[src/rrq_pkg.sv]
// shared constants, codes and types of the reservation release queue
`default_nettype none

package rrq_pkg;

    localparam int NUM_BUSES   = 8;
    localparam int CES_PER_BUS = 8;
    localparam int QUEUE_DEPTH = 64;

    localparam int NUM_CES   = NUM_BUSES * CES_PER_BUS;
    localparam int BUS_IDX_W = (NUM_BUSES > 1) ? $clog2(NUM_BUSES) : 1;
    localparam int CE_IDX_W  = (NUM_CES > 1) ? $clog2(NUM_CES) : 1;

    localparam int TYPE_W  = 2;
    localparam int ID_W    = 3;
    localparam int DUR_W   = 20;
    localparam int TIME_W  = 48;
    localparam int REL_W   = 49;
    localparam int UTIL_W  = 64;
    localparam int STAT_W  = 3;

    // request modes
    localparam logic MODE_RESERVE = 1'b0;
    localparam logic MODE_POP     = 1'b1;

    // resource types
    localparam logic [TYPE_W-1:0] RT_DMA_DOWN = 2'd0;
    localparam logic [TYPE_W-1:0] RT_DMA_UP   = 2'd1;
    localparam logic [TYPE_W-1:0] RT_CE       = 2'd2;
    localparam logic [TYPE_W-1:0] RT_INVALID  = 2'd3;

    // response status codes
    localparam logic [STAT_W-1:0] ST_OK      = 3'd0;
    localparam logic [STAT_W-1:0] ST_BUSY    = 3'd1;
    localparam logic [STAT_W-1:0] ST_INVALID = 3'd2;
    localparam logic [STAT_W-1:0] ST_FULL    = 3'd3;
    localparam logic [STAT_W-1:0] ST_EMPTY   = 3'd4;

    typedef struct packed {
        logic [TYPE_W-1:0] res_type;
        logic [ID_W-1:0]   bus;
        logic [ID_W-1:0]   ce;
        logic [REL_W-1:0]  rel;
    } rrq_entry_t;

    // operation broadcast to every cell of the queue
    typedef struct packed {
        logic       ins;
        logic       pop;
        rrq_entry_t new_entry;
    } rrq_cell_ctrl_t;

endpackage

`default_nettype wire

[src/rrq_cell.sv]
// one slot of the sorted shift-register queue
`default_nettype none

module rrq_cell
    import rrq_pkg::*;
(
    input  wire logic           clk,
    input  wire logic           rst_n,
    input  wire rrq_cell_ctrl_t ctrl,
    input  wire rrq_entry_t     left_entry,
    input  wire logic           left_valid,
    input  wire logic           left_keep,
    input  wire rrq_entry_t     right_entry,
    input  wire logic           right_valid,
    output rrq_entry_t          entry,
    output logic                valid,
    output logic                keep
);

    rrq_entry_t entry_reg, entry_next;
    logic       valid_reg, valid_next;

    // entry stays put on insert when it releases no later than the new one
    assign keep  = valid_reg && (entry_reg.rel <= ctrl.new_entry.rel);
    assign entry = entry_reg;
    assign valid = valid_reg;

    always_comb
    begin
        entry_next = entry_reg;
        valid_next = valid_reg;
        if (ctrl.ins && !keep)
        begin
            if (left_keep)
            begin
                entry_next = ctrl.new_entry;
                valid_next = 1'b1;
            end
            else
            begin
                entry_next = left_entry;
                valid_next = left_valid;
            end
        end
        else if (ctrl.pop)
        begin
            entry_next = right_entry;
            valid_next = right_valid;
        end
    end

    always_ff @(posedge clk or negedge rst_n)
    begin
        if (!rst_n)
        begin
            valid_reg <= 1'b0;
        end
        else
        begin
            valid_reg <= valid_next;
        end
    end

    always_ff @(posedge clk)
    begin
        entry_reg <= entry_next;
    end

endmodule

`default_nettype wire

[config.mk]
export PLATFORM = sky130hd
export DESIGN_NAME = rrq_cell
export DESIGN_NICKNAME = d
export VERILOG_FILES = /design/src/rrq_pkg.sv /design/src/rrq_cell.sv
export SDC_FILE = /design/constraint.sdc
export NUM_CORES = 1
export LEC_CHECK = 0
export BUFFER_PORTS_ARGS = -buffer_cell sky130_fd_sc_hd__buf_2
export CORE_ASPECT_RATIO = 1.1
export CORE_MARGIN = 8
export CORE_UTILIZATION = 51
export DETAILED_ROUTE_END_ITERATION = 8
export GPL_TIMING_DRIVEN = 0
export PLACE_DENSITY = 0.87
export SKIP_CTS_REPAIR_TIMING = 1
export SLEW_MARGIN = 20
export SYNTH_ARGS = -nofsm -noshare
export SYNTH_HDL_FRONTEND = slang
export SYNTH_SLANG_ARGS = --single-unit
[constraint.sdc]
create_clock -name clk -period 10.85 [get_ports clk]
set_clock_uncertainty 0.05 [all_clocks]
set_input_delay 0.5425 -clock clk [delete_from_list [all_inputs] [get_ports clk]]
set_output_delay 0.5425 -clock clk [all_outputs]
set_load 0.005 [all_outputs]
==> reports/results.ini, run 1 <==
[logic_synthesis]
synth_edf_count = 57
synthesis.nets = 732
synthArstFlopShare_pct = 1.724
synth_warnings = 0
syn_area_mm2 = 0.004940
yosysMostFrequentCell = nor2_1
synth_area_leaders = edfxtp_1, ha_1, mux2i_1
netlist_instances = 505
synth_largest_area_cell = edfxtp_1
seq_area_frac_synth_pct = 35.16
ys_types = 36
synth_common_cells = nor2_1, nor2b_1, edfxtp_1, mux2i_1, inv_1
synth.avg_cell_area_um2 = 9.782
synthFlopType = edfxtp_1
ys_ff_latch = 58
synth_top_area_share_pct = 34.65

[placement]
gp_routability_congestion = 0.8261
io_buffers = 235
place_inst = 859
placed_area_mm2 = 0.006329
hpwl_um = 13710

[critical_path]
critical_path_peak_fanout = 21
r2r_setup_slack_ps = 6640
critPathArrivalTime_ps = 4210
cp.required_ps = 10850
end_kind = flip-flop
r2r_cells = 11
start_kind = flip-flop
path_class = flip-flop to flip-flop

[cts]
htreeDepth = 3
clkSinkCount = 58
cts_root_buf = clkbuf_8
clk_pin_slew_worst_paths_ps = 70
cts_buffers = 9
clock_latency_ps = 350
clock_path_buffers = 2
cts_tree = built

[timing]
hold_violations = 0
slew_headroom_pct = 46.79
setup_viol = 0
max_clock_freq_mhz = 237.8
maxSlewViolCount = 0
finalCriticalPeriod_ps = 4206
final.setup.tns_ps = 0
tightest_slew_ps = 798.2
period_share_pct = 38.76
rsz0062_at_grt = no

[hold_path]
min_path_cells = 2
hold_path_class = input port to flip-flop

[power_and_ir_drop]
max-vdd-ir-drop_mv = 0.08160
powerDensity_mw_per_mm2 = 142.2
finalPower_mw = 0.9222
p_clk_share_pct = 17.4
leakagePower_nw = 3.187
p_sw_share_pct = 36.68
seqPwrFrac_pct = 37.7
power.share.combinational_pct = 44.8
p_switching_mw = 0.3383
internal-power_mw = 0.5839

[detailed_routing]
drt.antenna.violating_nets = 0
routedWlPerCell_um = 18.86
dr_total_vias = 5006
drt_iter0_markers = 264
dr.pass1.iters = 5
wirelength_um = 16520
vias_per_cell = 5.715
drc = 0

[die]
die_h_um = 119.2
initial_core_util_pct = 52.56
die_area_mm2 = 0.01309
ios = 237
die_w_um = 109.8
rows = 37
core_mm2 = 0.009398

[outcome]
outcome = finished clean

[cells_and_area]
final-seq-area_mm2 = 0.001737
fin_area_mm2 = 0.006485
largest_reg_flops = 57
syn2layout_area_growth_pct = 31.28
multiInputGateArea_mm2 = 0.002873
nNetsFinal = 981
finalNonFillerCells = 876
nFillCells = 728
drive_above_1_share_pct = 36.11

[grt]
gr-usage-met1_pct = 26.40
grtUsageTotal_pct = 24.92
use_met2_pct = 43.70
grt_start_max_net_pins = 22
antenna_found_initial = 3
top_usage_layer = met2
grt_first_pass_wirelength_um = 25730
overflow = 0
use_met3_pct = 7.012
grt_pass1_vias = 5374

[flow_run]
maxCapViolations = 0

layer usage:
| metal | up-vias | wire length, um | part of all wire [%] |
|---|---|---|---|
| met1 | 2357 | 6068 | 37 |
| met2 | 245 | 8244 | 50 |
| met4 | 0 | 512 | 3.1 |
| met5 | - | 0 | 0 |
| met3 | 33 | 1694 | 10 |
| li1 | 2371 | - | - |
worst paths after layout:
check,start,to
setup / recovery,entry[44],entry[47]
hold / removal,right_valid,valid
setup reg to reg,entry[44],entry[47]
hold reg to reg,valid,valid
max in group asynchronous,rst_n,valid
min in group asynchronous,rst_n,valid
stage by stage:
step                      setup slack [ps]  hold slack (ps)  util, %
after floorplan                       3819            196.9        -
after global placement                1171            268.4    66.64
after detailed placement              6362            268.4    67.34
after CTS                             6604           -107.5    68.82
after global routing                  6349            392.6    68.98
final                                 6644            386.5    69.01
cell families after synthesis:
kind of cell | after synthesis | share of synthesized area, %
fa+ha+maj | 49 | 12.41
simple gates | 155 | 15.91
flops | 58 | 35.16
compound gates | 100 | 18.06
mux | 57 | 11.55
buf+inv | 86 | 6.915
worst max-delay path: stages, from the launching register on:
cell      delay [ps]
edfxtp_1         400
ha_1             340
nand4_1          150
nor4_1           660
nand3_1          260
a31oi_1          300
nor3_4            90
clkbuf_1         270
o21a_1           320
o21ai_4          600
buf_16           240
buf_16           190
layout by cell type (no fill, tap or decap), drive strengths merged, types with 5 or more instances in the layout:
cell type and n:
ha 49, clkbuf 36, a21oi 21, nand4 9
buf 243, nor2b 59, inv 55, mux2i 57
a221oi 58, nand3 8, nand2 12, o21ai 5
edfxtp 57, nor2 61
layout make-up:
class                   count  area share (%)
diodes                      3          0.1158
repair buffers            238           19.14
multi-input cells         361           44.30
flip-flops and latches     58           26.78
inverters                  55           3.183
well taps                 117           2.257
plain buffers              31           2.084
clock buffers              11           2.026
clock inverters             2          0.1158
power by group through the flow:
stage          Sequential, mW  Combinational [mW]  Clock, mW
2_1_floorplan           0.358               0.234          0
3_3_place_gp            0.356               0.387          0
3_5_place_dp            0.352               0.413          0
4_1_cts                 0.348               0.414      0.164
5_1_grt                 0.354               0.456      0.173
6_report                0.348               0.413      0.161
(Power assumes the default switching activity.)
==> run 2: changes to the inputs <==
Settings changed: ABC_AREA set to 1, CORE_UTILIZATION 51 to 42, PLACE_DENSITY 0.87 to 0.79.
Clock period 10.85 ns to 3.8 ns, I/O delays scaled along.
==> reports/results.ini, run 2 <==
[cells_and_area]
multiInputGateArea_mm2 = 0.002318
syn2layout_area_growth_pct = 38.47
drive_above_1_share_pct = 38.23
n_antenna_cell = 0
final-seq-area_mm2 = 0.001737
fin_util_pct = 59.55
fin_area_mm2 = 0.006161
nFillCells = 985
final_common_cell = buf_2
finalNonFillerCells = 946
largest_reg_flops = 57
nNetsFinal = 1025
mostFrequentLayoutCells = buf_2, nand2_1, o21ai_0

[critical_path]
path_class = flip-flop to flip-flop
cp.required_ps = 3750
start_kind = flip-flop
end_kind = flip-flop
critical_path_peak_fanout = 31
critPathArrivalTime_ps = 2980

[detailed_routing]
drt_iter0_markers = 298
vias_per_cell = 4.855
wirelength_um = 14750
routedWlPerCell_um = 15.59
drt.antenna.violating_nets = 0
dr.pass1.iters = 5
dr_total_vias = 4593
drc = 0

[die]
initial_core_util_pct = 43.01
ios = 237
core_mm2 = 0.01034
die_area_mm2 = 0.01415
die_h_um = 123.9
rows = 39
die_w_um = 114.1

[grt]
grt_start_max_net_pins = 32
grt_pass1_vias = 4682
overflow = 0
antenna_found_initial = 0
grtUsageTotal_pct = 20.39
grt_first_pass_wirelength_um = 22630

[logic_synthesis]
synth_warnings = 0
synthArstFlopShare_pct = 1.724
synthesis.nets = 777
synth.avg_cell_area_um2 = 8.090
yosysMostFrequentCell = nand2_1
seq_area_frac_synth_pct = 39.03
synth_largest_area_cell = edfxtp_1
syn_area_mm2 = 0.004449
netlist_instances = 550
ys_ff_latch = 58
synthFlopType = edfxtp_1
ys_types = 25
synth_common_cells = nand2_1, o21ai_0, inv_1
synth_area_leaders = edfxtp_1, ha_1, nand2_1
synth_edf_count = 57
synth_top_area_share_pct = 38.47

[power_and_ir_drop]
powerDensity_mw_per_mm2 = 440.4
leakagePower_nw = 3.307
finalPower_mw = 2.713
max-vdd-ir-drop_mv = 0.2116

[hold_path]
hold_path_class = input port to flip-flop

[cts]
cts_tree = built
cts_buffers = 9
cts_root_buf = clkbuf_16
clock_path_buffers = 2
clock_latency_ps = 320
clk_pin_slew_worst_paths_ps = 60
clkSinkCount = 58
htreeDepth = 3

[timing]
slew_headroom_pct = 43.50
setup_viol = 0
fin_ws_ps = 776.0
hold_violations = 0
finalCriticalPeriod_ps = 3024
rsz0062_at_grt = no
holdWs_ps = 90.37
tightest_slew_ps = 847.5
max_clock_freq_mhz = 330.7
maxSlewViolCount = 0
final.setup.tns_ps = 0
period_share_pct = 79.58

[placement]
place_inst = 929
dp_slack_ps = 749.3
placed_area_mm2 = 0.005832
io_buffers = 235
gp_routability_congestion = 0.8458
hpwl_um = 11990

[flow_run]
maxCapViolations = 0

[outcome]
outcome = finished clean

==> run 2: changes by cell type after synthesis, sizes merged, moves of 42 or more <==
cell / previous run / this run
nor2: 61 / 19
o21ai: 5 / 108
nand2: 12 / 175
mux2i: 57 / 9
nor2b: 59 / 0
a221oi: 58 / 0
==> run 2: report_power, final <==
group / internal [mW] / switching [mW] / total [mW]
sequential: 0.882 / 0.0626 / 0.945
clock: 0.586 / 0.283 / 0.869
combinational: 0.382 / 0.517 / 0.899
==> run 2: per-layer routing <==
metal,GRT usage [%],vias up,part of all wire (%)
li1,-,2326,-
met1,23.25,2044,40
met2,35.29,206,49
met3,6.256,17,9.5
met4,7.910,0,1.6
met5,0,-,0
==> run 2: worst max-delay path, cell delays in order, from the launching register on <==
cell and delay, ps:
edfxtp_1 410, ha_1 320, nand2_1 80, nor2_1 100, nand3_1 110, nor2_1 200
nand2_1 70, nor2_1 80, nand2_1 50, nand3_1 60, nand2_1 90, nand2_2 110
nand2_4 120, buf_4 220, nand2_4 330, buf_12 260
==> run 2: worst paths after layout <==
check | start | cells past startpoint | slack (ps) | end
worst max-delay path | entry[28] | 15 | 780 | entry[19]
min in group asynchronous | rst_n | 2 | 140 | valid
worst min-delay path | right_entry[49] | 3 | 90 | entry[49]
max in group asynchronous | rst_n | 2 | 3470 | valid
worst min register to register | valid | 2 | 510 | valid
worst max register to register | entry[28] | 15 | 780 | entry[19]
==> run 2: kinds of logic (layout without fill, tap and decap cells) <==
| group | count (synthesis) | count (layout) | share of synthesized area, % |
|---|---|---|---|
| and+or+nand+nor | 207 | 207 | 19.43 |
| AOI/OAI and AO/OA | 131 | 131 | 16.70 |
| buffers and inverters | 96 | 349 | 9.027 |
| DFF | 58 | 58 | 39.03 |
| adders and majority gates | 49 | 49 | 13.78 |
| muxes | 9 | 9 | 2.025 |
==> run 2: cell type report <==
type / count / share of cell area (%)
well taps: 143 / 2.904
plain buffers: 24 / 2.132
multi-input cells: 396 / 37.63
inverters: 72 / 4.387
repair buffers: 237 / 19.58
flip-flops and latches: 58 / 28.19
clock buffers: 10 / 3.879
clock inverters: 6 / 1.300
==> run 3: changes to the inputs <==
Clock period 3.8 ns to 2.51 ns, I/O delays scaled along.
==> reports/results.ini, run 3 (same netlist as run 2, synthesis figures left out) <==
[outcome]
outcome = finished, violations left
violations = setup timing

[cells_and_area]
syn2layout_area_growth_pct = 58.30
largest_reg_flops = 57
n_antenna_cell = 0
final_common_cell = buf_2
drive_above_1_share_pct = 46.28
finalNonFillerCells = 977
mostFrequentLayoutCells = buf_2, nand2_1, inv_1
fin_util_pct = 68.08
nNetsFinal = 1057

[critical_path]
start_kind = flip-flop
critical_path_peak_fanout = 7
cp.required_ps = 2480
critPathArrivalTime_ps = 2550
end_kind = flip-flop
path_class = flip-flop to flip-flop

[placement]
hpwl_um = 11580
io_buffers = 235
gp_routability_congestion = 0.8895
place_inst = 928

[hold_path]
hold_path_class = input port to flip-flop

[grt]
grt_pass1_vias = 4576
grtUsageTotal_pct = 19.80
grt_start_max_net_pins = 58
overflow = 0
antenna_found_initial = 0
grt_first_pass_wirelength_um = 22180

[cts]
clkSinkCount = 58
clock_latency_ps = 320
cts_buffers = 9
clock_path_buffers = 2
htreeDepth = 3
cts_tree = built
clk_pin_slew_worst_paths_ps = 50
cts_root_buf = clkbuf_16

[power_and_ir_drop]
max-vdd-ir-drop_mv = 0.3538
leakagePower_nw = 3.652
powerDensity_mw_per_mm2 = 649.4

[timing]
finalCriticalPeriod_ps = 2584
fin_ws_ps = -74.11
max_clock_freq_mhz = 387.0
period_share_pct = 103.0
rsz0062_at_grt = yes
tightest_slew_ps = 1161
slew_headroom_pct = 22.49
hold_violations = 0
maxSlewViolCount = 0
setup_viol = 74

[detailed_routing]
dr_total_vias = 4784
dr.pass1.iters = 4
drt.antenna.violating_nets = 0
drt_iter0_markers = 274
drc = 0
routedWlPerCell_um = 16.75
vias_per_cell = 4.897
wirelength_um = 16370

[die]
core_mm2 = 0.01034
die_area_mm2 = 0.01415
rows = 39
initial_core_util_pct = 43.01
die_h_um = 123.9
ios = 237
die_w_um = 114.1

[flow_run]
maxCapViolations = 0

==> run 3: cell count changes in the layout (fill, tap and decap cells not counted), moves of 8 or more <==
cell	before	now
buf_4	1	17
ha_1	49	40
ha_4	0	9
nand2_1	152	130
o21ai_2	20	31
nand2_8	0	8
o21ai_0	77	56
o21ai_1	11	21
nand2_4	2	27
==> run 3: report_power, final <==
| group | internal, mW | total, mW | switching (mW) |
|---|---|---|---|
| clock | 0.755 | 1.17 | 0.415 |
| combinational | 0.926 | 1.96 | 1.03 |
| sequential | 1.34 | 1.45 | 0.111 |
==> run 3: worst paths after layout <==
check                                start         to  slack (ps)  cells past startpoint
min in group asynchronous            rst_n      valid          90                      2
max in group asynchronous            rst_n      valid        2230                      2
hold reg to reg                      valid      valid         560                      2
setup / recovery                 entry[41]   entry[4]         -70                     15
hold / removal             right_entry[51]  entry[51]          30                      3
setup reg to reg                 entry[41]   entry[4]         -70                     15
==> run 3: cell type report <==
class	count	area (um2)
fillers	899	3302
multi-input cells	403	2855
flip-flops and latches	58	1737
repair buffers	262	1500
inverters	72	270.3
clock buffers	11	232.7
plain buffers	24	225.2
well taps	143	178.9
clock inverters	4	43.79
==> run 3: worst max-delay path, stage by stage, from the launching register on <==
cell      delay [ps]
edfxtp_1         400
ha_1             340
nand2_4           70
nor2_4           100
nand2_2           80
nor3_4           200
nand2_1           70
nor2_1           100
nand2_1           60
nand3_1           70
nand2_2           90
nand2_4          130
nand2_8           90
buf_16           170
buf_12           140
nand2_8          110
==> run 3: layer usage <==
layer / part of all wire [%] / up-vias / wire length [um] / GRT usage, %
li1: - / 2411 / - / -
met1: 41 / 2188 / 6667 / 22.47
met2: 51 / 172 / 8270 / 35.26
met3: 7.9 / 13 / 1293 / 7.032
met4: 0.82 / 0 / 134 / 4.080
met5: 0 / - / 0 / 0
==> run 3: stage by stage <==
stage | power (mW) | setup TNS, ps | hold WS, ps | area, um2 | setup slack, ps
2_1_floorplan | 2.224 | 0 | -220.1 | 4466 | 133.4
3_3_place_gp | 2.783 | -33230 | -149.9 | 5821 | -447.1
3_5_place_dp | 2.813 | -32550 | -145.4 | 5821 | -447.1
4_1_cts | 4.003 | -34400 | -486.6 | 6097 | -461.8
5_1_grt | 4.847 | -18840 | 26.24 | 7043 | -216.8
6_report | 4.574 | -3445 | 28.45 | 7043 | -74.11
